<file path="src/hdl/cha_pkg.sv">
// Shared constants and helpers for the contention hysteresis mode allocator.
package cha_pkg;

  localparam int RATIO_W  = 24;
  localparam int DIV_NW   = 48;
  localparam int DIV_DW   = 32;
  localparam int IN_DW    = 72;
  localparam int OUT_DW   = 64;
  localparam int CFG_AW   = 3;
  localparam int CFG_DW   = 24;
  localparam int MAX_TYPES = 5;

  localparam logic [RATIO_W-1:0] RATIO_MAX = 24'hFFFFFF;

  // input kinds
  localparam logic [1:0] KIND_REPORT = 2'd0;
  localparam logic [1:0] KIND_EVAL   = 2'd1;
  localparam logic [1:0] KIND_PHASE  = 2'd2;
  localparam logic [1:0] KIND_FORCE  = 2'd3;

  // modes
  localparam logic [1:0] AM_SHARED    = 2'd0;
  localparam logic [1:0] AM_DEDICATED = 2'd1;
  localparam logic [1:0] AM_HYBRID    = 2'd2;

  // phases
  localparam logic [2:0] PH_LAUNCH    = 3'd0;
  localparam logic [2:0] PH_ORBIT     = 3'd1;
  localparam logic [2:0] PH_CRUISE    = 3'd2;
  localparam logic [2:0] PH_SCIENCE   = 3'd3;
  localparam logic [2:0] PH_EMERGENCY = 3'd4;

  // configuration register indexes
  localparam logic [CFG_AW-1:0] REG_ACTIVE    = 3'd0;
  localparam logic [CFG_AW-1:0] REG_THRESHOLD = 3'd1;
  localparam logic [CFG_AW-1:0] REG_MARGIN    = 3'd2;
  localparam logic [CFG_AW-1:0] REG_ADAPTIVE  = 3'd3;
  localparam logic [CFG_AW-1:0] REG_OVERHEAD  = 3'd4;

  // overhead * 10 must stay below one (Q0.16) to allow a return to shared
  localparam logic [19:0] OVH_LIMIT = 20'd65536;

  function automatic logic [1:0] phase_policy(input logic [2:0] ph, input int unsigned t);
    logic [1:0] m;
    m = AM_SHARED;
    case (ph)
      PH_LAUNCH, PH_ORBIT: m = (t == 0 || t == 1) ? AM_DEDICATED : AM_SHARED;
      PH_SCIENCE:          m = AM_HYBRID;
      PH_EMERGENCY:        m = AM_DEDICATED;
      default:             m = AM_SHARED;
    endcase
    return m;
  endfunction

endpackage

</file>
<file path="src/hdl/cha_div.sv">
// Restoring serial divider, one quotient bit per cycle.
module cha_div (
  input  logic                       clk_i,
  input  logic                       rst_ni,
  input  logic                       start_i,
  input  logic [cha_pkg::DIV_NW-1:0] dividend_i,
  input  logic [cha_pkg::DIV_DW-1:0] divisor_i,
  output logic                       done_o,
  output logic [cha_pkg::DIV_NW-1:0] quot_o
);
  import cha_pkg::*;

  localparam int CNTW = $clog2(DIV_NW);

  logic              busy_q, done_q;
  logic [CNTW-1:0]   cnt_q;
  logic [DIV_NW-1:0] quo_q;
  logic [DIV_DW:0]   rem_q;
  logic [DIV_DW-1:0] dvs_q;
  logic [DIV_DW:0]   rem_sh;
  logic              ge;

  assign rem_sh = {rem_q[DIV_DW-1:0], quo_q[DIV_NW-1]};
  assign ge     = rem_sh >= {1'b0, dvs_q};

  always_ff @(posedge clk_i or negedge rst_ni) begin
    if (!rst_ni) begin
      busy_q <= 1'b0;
      done_q <= 1'b0;
      cnt_q  <= '0;
    end else begin
      done_q <= 1'b0;
      if (start_i) begin
        busy_q <= 1'b1;
        cnt_q  <= '0;
      end else if (busy_q) begin
        cnt_q <= cnt_q + 1'b1;
        if (cnt_q == CNTW'(DIV_NW - 1)) begin
          busy_q <= 1'b0;
          done_q <= 1'b1;
        end
      end
    end
  end

  always_ff @(posedge clk_i) begin
    if (start_i) begin
      quo_q <= dividend_i;
      dvs_q <= divisor_i;
      rem_q <= '0;
    end else if (busy_q) begin
      rem_q <= ge ? (rem_sh - {1'b0, dvs_q}) : rem_sh;
      quo_q <= {quo_q[DIV_NW-2:0], ge};
    end
  end

  assign done_o = done_q;
  assign quot_o = quo_q;

endmodule

</file>
<file path="config.mk">
export PLATFORM = sky130hd
export DESIGN_NAME = cha_div
export DESIGN_NICKNAME = d
export VERILOG_FILES = /design/src/hdl/cha_pkg.sv /design/src/hdl/cha_div.sv
export SDC_FILE = /design/constraint.sdc
export NUM_CORES = 1
export LEC_CHECK = 0
export ABC_AREA = 1
export BUFFER_PORTS_ARGS = -buffer_cell sky130_fd_sc_hd__buf_2
export CAP_MARGIN = 40
export CORE_ASPECT_RATIO = 0.6
export CORE_UTILIZATION = 40
export CTS_CLUSTER_SIZE = 28
export DETAILED_ROUTE_END_ITERATION = 8
export PLACE_DENSITY = 0.74
export SYNTH_ARGS = -nofsm -noshare
export SYNTH_HDL_FRONTEND = slang
export SYNTH_SLANG_ARGS = --single-unit
</file>
<file path="constraint.sdc">
create_clock -name clk_i -period 2.4 [get_ports clk_i]
set_input_delay 0.12 -clock clk_i [delete_from_list [all_inputs] [get_ports clk_i]]
set_output_delay 0.12 -clock clk_i [all_outputs]
set_load 0.01 [all_outputs]
</file>
==> impl_results.md, run 1 <==
- Area of the multi-input gates: 3560 um^2
- All-Layer GR Usage: 0.237
- Worst VDD drop: 0.654 mV
- CTS Buf Count: 17
- Die H: 109 um
- 1st-pass router iterations: 7
- Largest net degree at the start of global routing: 61
- WL final: 22500 um
- Initial antenna violation count: 0
- Share of cells above drive strength 1: 0.170
- Post-Syn Area: 7600 um^2
- CP max-delay cell: fa_2
- Synth Area in Compound Gates: 0.0337
- Yosys warns: 0
- Crit path largest cell delay: 0.37 ns
- Crit start category: register
- Area grow syn2layout: 31.6%
- Crit end category: register
- Main combinational cell family by area after synthesis: simple AND/OR/NAND/NOR gates
- Total grt overflow: 0
- Failing checks: DRC
- Post-synthesis sequential area ratio: 0.427
- Row cnt: 38
- Via count: 7483
- Core area: 18400 um^2
- DR vias/cell: 4.84
- Synth Net Count: 1184
- Final setup TNS: 0 ns
- Worst-path fanout max: 4
- Remaining antenna violation count after routing: 0
- Initial Util: 0.414
- Die area: 19600 um^2
- Clk slew on worst S/H paths: 0.06 ns
- Final nets: 1410
- Port buffer count: 131
- Fmax: 452 MHz
- Synth Area in XOR/XNOR: 0.0161
- I/O pin count: 132
- Placed Area: 8620 um^2
- Final Critical Period: 2.21 ns
- Final hold viol count: 0
- Final Max Slew Viols: 0
- Final period util: 0.923
- CTS tree: yes
- Psw: 3670 uW
- Slew Limit Headroom: 0.679
- Number of global-route vias before repair: 7000
- H-tree depth: 4
- CTS root buf: clkbuf_16
- Synth Instances: 1067
- Finished Cell Area: 10000 um^2
- Clock skew: 0.00922 ns
- Int Power: 5430 uW
- Post-synthesis simple-gate area fraction: 0.356
- Seq cells post-synth: 120
- Static Leakage: 0.00534 uW
- RSZ-0062 raised after global routing: false
- Fill cell count: 1694
- Crit path top cell by count: nand2_1
- Largest area contributor in the netlist: edfxtp_1
- Die W: 180 um
- Worst EP arrival: 2.53 ns
- Ranking of synthesized cells by area: edfxtp_1, nand2_1, inv_1, dfxtp_1, ha_1
- Clock Sinks: 120
- Hold Crit Class: in2async
- Post-synthesis adder-cell area fraction: 0.0570
- Post-DR wirelength/cell: 14.5 um
- Measured slew at the worst slew-check pin: 0.482 ns
- Sequential share of power: 0.301
- Top cell family by delay on the critical path: simple AND/OR/NAND/NOR gates
- Sw Ratio: 0.403
- Proportion of synthesized area in mux cells: 0
- Gpl congestion: 1.06
- Combinational Power Share: 0.445
- Syn Area/Cell: 7.12 um^2
- PD cells: 909 nW/um^2
- Req. time, crit path: 2.72 ns
- Clock power frac: 0.254
- WP buf/inv: 2
- Crit-path cells: inv_1, ha_1, fa_2, inv_1, nand2_1, nand3_2, nand2_1, nand3_1, nand2_1, nand3_1, nand3_2, nand2_1, nand2_1
- First-pass GRT wire length: 35500 um
- # setup viols final: 0
- CP Class: reg2reg
- FF/Latch Area: 3240 um^2
- Top cell type's share of synthesized area: 0.316
- DRT iter0 DRCs: 605
- Status: finished with violations
- Hpwl dp: 16200 um
- Max-cap violations: 0
- Clk buf depth: 2
- Clock Latency Late Sink: 0.43 ns
- Netlist cell types: 36
- Number of inserted diodes: 0
- DRC errors left: 2
-- metal layers --
metal	wire length, um	track usage	vias to the layer above
met2	8650	0.321	303
met1	11100	0.336	3373
met5	72	0.0275	-
met3	2370	0.0912	34
li1	-	-	3771
met4	340	0.0788	2
-- flip-flops by register name, summed over array words and instances (netlist names) --
signal / cells
done_o: 1
rem_q: 32
busy_q: 1
quot_o: 48
dvs_q: 32
cnt_q: 6
-- power by group through the flow --
stage / Clock [uW] / Combinational [uW] / Sequential [uW]
6_report: 2310 / 4040 / 2740
4_1_cts: 2350 / 3900 / 2730
3_5_place_dp: 0 / 3780 / 2760
2_1_floorplan: 0 / 2670 / 2760
5_1_grt: 2440 / 4510 / 2770
3_3_place_gp: 0 / 3720 / 2760
-- placed cells by master (no fill, tap or decap), drive strengths merged --
| cell type | count |
|---|---|
| nand2 | 468 |
| inv | 185 |
| buf | 153 |
| nand3 | 88 |
| edfxtp | 80 |
| dlygate4sd3 | 80 |
| nor2 | 50 |
| ha | 33 |
| dfxtp | 32 |
| a21oi | 23 |
| clkbuf | 21 |
| o21ai | 17 |
| xnor2 | 13 |
| nand3b | 12 |
| nand4 | 11 |
| dfrtp | 8 |
| nor3 | 7 |
| clkinv | 7 |
| and2 | 4 |
| clkinvlp | 4 |
| o21bai | 3 |
| o21a | 2 |
| a31oi | 1 |
| xor2 | 1 |
| a22o | 1 |
| nor4 | 1 |
| fa | 1 |
-- Yosys cell counts, drive strengths merged --
library cell,count
inv,185
buf,10
clkbuf,16
fa,1
xor2,1
a22o,1
dfrtp,8
a21oi,23
xnor2,13
nor4,1
nor2,50
nand2,468
ha,33
and2,4
o21bai,3
nor3,7
nand4,11
o21ai,17
nand3,88
dfxtp,32
edfxtp,80
nand3b,12
a31oi,1
o21a,2
-- layout make-up --
class	count	share of cell area
Sequential cell	120	0.324
Timing Repair Buffer	233	0.168
Clock inverter	11	0.00788
Tap cell	240	0.0300
Multi-Input combinational cell	736	0.356
Clock buffer	21	0.0450
Inverter	185	0.0694
-- metrics by stage --
| stage | worst slack [ns] | total power (uW) | hold WS [ns] | cells | utilization |
|---|---|---|---|---|---|
| final | 0.186 | 9090 | 0.0650 | 1546 | 0.545 |
| after global routing | 0.00359 | 9720 | 0.0926 | 1546 | 0.545 |
| after CTS | 0.0344 | 8980 | 0.0688 | 1546 | 0.542 |
| after detailed placement | 0.0586 | 6540 | -0.0297 | 1434 | 0.470 |
| after global placement | 0.0604 | 6480 | -0.0282 | 1434 | 0.470 |
| after floorplan | 0.425 | 5430 | -0.176 | 1067 | - |
-- final timing paths --
check,cells past startpoint,from,slack (ns),endpoint
hold reg to reg,2,rem_q[23],0.48,rem_q[23]
setup / recovery,13,quot_o[47],0.19,rem_q[30]
hold / removal,2,rst_ni,0.07,cnt_q[4]
min in group clk_i,3,dividend_i[0],0.09,quot_o[0]
max in group asynchronous,2,rst_ni,2.16,cnt_q[2]
setup reg to reg,13,quot_o[47],0.19,rem_q[30]
-- worst register-to-register path: stages, from the launching register on --
cell and delay (ns):
edfxtp_1 0.35, inv_1 0.08, ha_1 0.23, fa_2 0.37
inv_1 0.11, nand2_1 0.08, nand3_2 0.14, nand2_1 0.07
nand3_1 0.14, nand2_1 0.09, nand3_1 0.21, nand3_2 0.10
nand2_1 0.08, nand2_1 0.05
-- timing repair --
item / 4_1_cts / 5_1_grt
endpoints found under the setup margin: 0 / 26
hold buffers: 80 / 0
resized for setup: 0 / 15
setup buffers: 0 / 0
endpoints found under the hold margin: 87 / 0
-- logic make-up (layout without fill, tap and decap cells) --
| logic type | count (synthesis) | count (layout) |
|---|---|---|
| flip-flops | 120 | 120 |
| XOR/XNOR | 14 | 14 |
| buffers and inverters | 211 | 450 |
| adder cells (fa/ha/maj) | 34 | 34 |
| AND/OR/NAND/NOR | 641 | 641 |
| AO/OA/AOI/OAI | 47 | 47 |
(Power assumes the default switching activity.)
==> run 2, diff against run 1 <==
--- a/config.mk
+++ b/config.mk
@@ -9,10 +9,10 @@
 export BUFFER_PORTS_ARGS = -buffer_cell sky130_fd_sc_hd__buf_2
 export CAP_MARGIN = 40
 export CORE_ASPECT_RATIO = 0.6
-export CORE_UTILIZATION = 40
+export CORE_UTILIZATION = 52
 export CTS_CLUSTER_SIZE = 28
 export DETAILED_ROUTE_END_ITERATION = 8
-export PLACE_DENSITY = 0.74
+export PLACE_DENSITY_LB_ADDON = 0.25
 export SYNTH_ARGS = -nofsm -noshare
 export SYNTH_HDL_FRONTEND = slang
 export SYNTH_SLANG_ARGS = --single-unit
==> impl_results.md, run 2 (synthesized netlist as in run 1, its figures left out) <==
- Die W: 158 um (-12%)
- DRT iter0 DRCs: 702 (+16%)
- Worst EP arrival: 2.64 ns (+0.11 ns)
- CP Class: reg2reg
- Final Core Density: 0.718 (+0.173)
- Fill cell count: 1172 (-31%)
- Fmax: 437 MHz (-3.3%)
- Gpl congestion: 1.02 (-4.3%)
- DRC errors left: 0 (-2)
- Static Leakage: 0.00539 uW (+1.0%)
- Crit end category: register
- CTS tree: yes
- CTS Buf Count: 17 (unchanged)
- Measured slew at the worst slew-check pin: 0.600 ns (+0.118 ns)
- Final period util: 0.954 (+0.0310)
- Worst-path fanout max: 13 (+9)
- Most frequent cells in the layout: nand2_1, inv_1, buf_2, edfxtp_1, dlygate4sd3_1
- Clock Latency Late Sink: 0.43 ns (about the same)
- Dpl ws: 0.0729 ns (+0.0144 ns)
- Hpwl dp: 16200 um (+0.12%)
- Crit start category: register
- Number of global-route vias before repair: 6782 (-3.1%)
- Remaining antenna violation count after routing: 0 (unchanged)
- Clock Sinks: 120 (unchanged)
- Total grt overflow: 0 (unchanged)
- Die area: 15100 um^2 (-23%)
- Placed Area: 8590 um^2 (-0.32%)
- Met2 usage: 0.421 (+0.0997)
- Row cnt: 33 (-13%)
- Clock skew: 0.0153 ns (+0.00605 ns)
- Clk buf depth: 2 (unchanged)
- I/O pin count: 132 (unchanged)
- GRT met1 Usage: 0.486 (+0.150)
- Total power: 9470 uW (+4.1%)
- Commonest non-fill, non-tap cell in the layout: nand2_1
- Final setup TNS: 0 ns (unchanged)
- CTS root buf: clkbuf_16
- All-Layer GR Usage: 0.312 (+0.0750)
- Initial Util: 0.545 (+0.130)
- Clk slew on worst S/H paths: 0.07 ns (about the same)
- Largest net degree at the start of global routing: 51 (-16%)
- M3 GR Usage: 0.0877 (-0.00346)
- Die H: 95.7 um (-12%)
- Via count: 7570 (+1.2%)
- DR vias/cell: 5.05 (+4.3%)
- # setup viols final: 0 (unchanged)
- Worst VDD drop: 0.439 mV (-33%)
- Area grow syn2layout: 31.9%
- Core area: 14000 um^2 (-24%)
- Final worst slack: 0.111 ns (-0.0744 ns)
- Share of cells above drive strength 1: 0.175 (+0.00523)
- WL final: 22900 um (+1.6%)
- Status: complete, no violations
- First-pass GRT wire length: 35100 um (-1.1%)
- Req. time, crit path: 2.75 ns (+0.03 ns)
- 1st-pass router iterations: 6 (-1)
- Max-cap violations: 0 (unchanged)
- Post-DR wirelength/cell: 15.2 um (+4.8%)
- Initial antenna violation count: 0 (unchanged)
- Final Critical Period: 2.29 ns (+0.0744 ns)
- Port buffer count: 131 (unchanged)
- PD cells: 945 nW/um^2 (+3.9%)
- Slew Limit Headroom: 0.600 (-0.0784)
- Most used routing layer in global routing: met1
- Finished Cell Area: 10000 um^2 (+0.20%)
- H-tree depth: 4 (unchanged)
- Final Max Slew Viols: 0 (unchanged)
- Final nets: 1411 (+0.071%)
- Max reg flops: 48 (unchanged)
- Hold Crit Class: in2reg
- Final hold viol count: 0 (unchanged)
- Number of inserted diodes: 0 (unchanged)
==> run 2: changes by cell type in the layout (fill, tap and decap cells not counted), sizes merged <==
| cell | delta |
|---|---|
| buf | +2 |
| bufinv | +1 |
| clkbuf | -4 |
| clkinv | -4 |
| clkinvlp | -3 |
| dlygate4sd3 | -1 |
| inv | +10 |
==> run 2: final timing paths <==
path / cells after the start / from / endpoint / slack [ns]
worst max-delay path: 14 / dvs_q[22] / rem_q[0] / 0.11
worst min-delay path: 3 / dividend_i[47] / quot_o[47] / 0.06
worst max register to register: 14 / dvs_q[22] / rem_q[0] / 0.11
worst min register to register: 2 / rem_q[23] / rem_q[23] / 0.47
max in group asynchronous: 2 / rst_ni / cnt_q[5] / 2.12
min in group asynchronous: 2 / rst_ni / cnt_q[0] / 0.09
==> run 2: area by class of cell <==
type	instances	area, um^2	area share
Clock buffer	17	425	0.0424
Clock inverter	15	155	0.0155
Inverter	185	694	0.0693
Multi-Input combinational cell	736	3560	0.355
Sequential cell	120	3240	0.324
Tap cell	192	240	0.0240
Timing Repair Buffer	234	1700	0.170
==> run 2: what timing repair did <==
item / 4_1_cts / 5_1_grt
hold buffers: 79 / 0
resized for setup: 0 / 15
hold endpoints to repair: 86 / 0
setup buffers: 0 / 1
setup endpoints to repair: 0 / 25
==> run 2: critical path, stage by stage (launching register included) <==
cell and delay (ns):
edfxtp_1 0.39, inv_1 0.08, ha_1 0.31, nand2_1 0.10, nand2_1 0.13, a21oi_2 0.18
nand2_1 0.10, nand2_1 0.06, nand2_1 0.10, nor2_4 0.19, nand2_4 0.16, buf_12 0.19
nand2_1 0.06, nand3_1 0.07, o21ai_0 0.10
==> run 2: routing by layer <==
layer,wire length [um],up-vias
li1,-,3774
met1,11100,3444
met2,9050,322
met3,2540,30
met4,176,0
met5,0,-
==> run 2: through the flow <==
step	hold WS, ns	std cells
6_report	0.0556	1499
5_1_grt	0.0649	1499
4_1_cts	0.0640	1498
3_3_place_gp	-0.0247	1387
2_1_floorplan	-0.176	1067
3_5_place_dp	-0.0259	1387
==> run 2: power by group <==
group	switching, uW	internal, uW	leakage, uW	total, uW
logic	2570	1580	0.00390	4150
registers	201	2540	0.00121	2740
clock network	1110	1470	0.000286	2580
total	3880	5590	0.00539	9470
==> run 3, diff against run 2 <==
--- a/config.mk
+++ b/config.mk
@@ -9,6 +9,7 @@
 export BUFFER_PORTS_ARGS = -buffer_cell sky130_fd_sc_hd__buf_2
 export CAP_MARGIN = 40
 export CORE_ASPECT_RATIO = 0.6
+export CORE_MARGIN = 1.5
 export CORE_UTILIZATION = 52
 export CTS_CLUSTER_SIZE = 28
 export DETAILED_ROUTE_END_ITERATION = 8
==> impl_results.md, run 3 (synthesized netlist as in run 1, its figures left out) <==
- Status: complete, no violations
- Final Critical Period: 2.27 ns (-0.0148 ns)
- WL final: 23600 um (+3.4%)
- Clock skew: 0.0152 ns (-0.0000706 ns)
- Port buffer count: 131 (unchanged)
- Die H: 96.7 um (+1.0%)
- DR vias/cell: 5.16 (+2.1%)
- Largest net degree at the start of global routing: 64 (+25%)
- Number of global-route vias before repair: 7155 (+5.5%)
- Post-CTS Setup Bufs: 0 (unchanged)
- H-tree depth: 4 (unchanged)
- Via count: 7716 (+1.9%)
- Initial antenna violation count: 1 (+1)
- First-pass GRT wire length: 37700 um (+7.5%)
- CP Class: reg2reg
- Final setup TNS: 0 ns (unchanged)
- Initial Util: 0.545 (unchanged)
- Share of cells above drive strength 1: 0.174 (-0.00113)
- Clk buf depth: 2 (unchanged)
- Fill cell count: 1148 (-2.0%)
- RSZ-0062 raised after global routing: false
- Die area: 15400 um^2 (+1.7%)
- FF-to-FF setup slack: 0.13 ns (about the same)
- Hpwl dp: 16800 um (+3.2%)
- Worst VDD drop: 0.445 mV (+1.3%)
- CTS root buf: clkbuf_16
- Max reg flops: 48 (unchanged)
- Die W: 159 um (+0.63%)
- Area of the multi-input gates: 3570 um^2 (+0.25%)
- Commonest non-fill, non-tap cell in the layout: nand2_1
- Crit end category: register
- Total grt overflow: 0 (unchanged)
- Core area: 14000 um^2 (unchanged)
- Row cnt: 33 (unchanged)
- # setup viols final: 0 (unchanged)
- Clock Latency Late Sink: 0.42 ns (about the same)
- Static Leakage: 0.00535 uW (-0.84%)
- Fmax: 440 MHz (+0.65%)
- Gpl congestion: 1.02 (-0.14%)
- CTS Buf Count: 17 (unchanged)
- PD cells: 941 nW/um^2 (-0.33%)
- Final period util: 0.947 (-0.00616)
- Crit start category: register
- DRT iter0 DRCs: 766 (+9.1%)
- Final nets: 1408 (-0.21%)
- CTS tree: yes
- Post-DR wirelength/cell: 15.8 um (+3.7%)
- 1st-pass router iterations: 5 (-1)
- Final Max Slew Viols: 0 (unchanged)
- Worst-path fanout max: 5 (-8)
- DRC errors left: 0 (unchanged)
- Number of inserted diodes: 0 (unchanged)
- Most frequent cells in the layout: nand2_1, inv_1, buf_2, edfxtp_1, nand3_1
- Max-cap violations: 0 (unchanged)
- Clk slew on worst S/H paths: 0.06 ns (about the same)
- Area grow syn2layout: 31.3%
- FF/Latch Area: 3240 um^2 (unchanged)
- Hold Crit Class: in2reg
- All-Layer GR Usage: 0.313 (+0.00147)
- I/O pin count: 132 (unchanged)
- Slew Limit Headroom: 0.507 (-0.0934)
- Final hold viol count: 0 (unchanged)
- Clock Sinks: 120 (unchanged)
- Final Core Density: 0.715 (-0.00287)
- Remaining antenna violation count after routing: 0 (unchanged)
- Worst EP arrival: 2.59 ns (-0.05 ns)
- Req. time, crit path: 2.71 ns (-0.04 ns)
- Measured slew at the worst slew-check pin: 0.740 ns (+0.140 ns)
==> run 3: worst max-delay path: stages, from the launching register on <==
cell and delay [ns]:
edfxtp_1 0.33, inv_1 0.06, ha_1 0.39, nand2_1 0.19, nor2_1 0.35, nand2_1 0.15, nor2_1 0.14, nand2_1 0.11
nand3_1 0.10, nand2_1 0.05, nand2_1 0.08, nand2_1 0.09, nand3_1 0.08, nand2_1 0.05
==> run 3: where the power goes <==
part | internal [uW] | switching, uW | total [uW]
Combinational | 1570 | 2570 | 4140
Sequential | 2540 | 193 | 2730
Clock | 1450 | 1080 | 2530
==> run 3: path summary, 6_finish.rpt <==
check,start,depth (start not counted),endpoint
worst max register to register,dvs_q[21],13,rem_q[23]
worst min-delay path,dividend_i[33],3,quot_o[33]
min in group asynchronous,rst_ni,2,cnt_q[2]
max in group asynchronous,rst_ni,2,cnt_q[4]
worst max-delay path,dvs_q[21],13,rem_q[23]
worst min register to register,rem_q[27],2,rem_q[27]
==> run 3: area by class of cell <==
class | instances | share of cell area
multi-input cells | 736 | 0.358
inverters | 185 | 0.0696
flip-flops and latches | 120 | 0.325
well taps | 192 | 0.0241
clock inverters | 15 | 0.0143
repair buffers | 231 | 0.167
clock buffers | 17 | 0.0426
==> run 3: stage by stage <==
| step | setup slack [ns] | total power [uW] | instance area [um^2] | hold WS (ns) | cells |
|---|---|---|---|---|---|
| 2_1_floorplan | 0.425 | 5430 | 7600 | -0.176 | 1067 |
| 3_3_place_gp | 0.0707 | 6540 | 8590 | -0.0264 | 1387 |
| 3_5_place_dp | 0.0604 | 6580 | 8590 | -0.0237 | 1387 |
| 4_1_cts | 0.0333 | 9220 | 9920 | 0.00395 | 1496 |
| 5_1_grt | 0.00165 | 9940 | 9980 | 0.0167 | 1496 |
| 6_report | 0.126 | 9400 | 9980 | 0.00894 | 1496 |
==> run 3: what timing repair did <==
item	in CTS	in global routing
hold buffers	77	0
setup endpoints to repair	0	23
hold endpoints to repair	84	0
resized for setup	0	17
==> run 3: routing by layer <==
layer / track usage / vias up / part of all wire
met5: 0 / - / 0.00055
met4: 0.0617 / 2 / 0.013
met3: 0.0862 / 38 / 0.11
met2: 0.431 / 398 / 0.39
met1: 0.485 / 3510 / 0.48
li1: - / 3768 / -
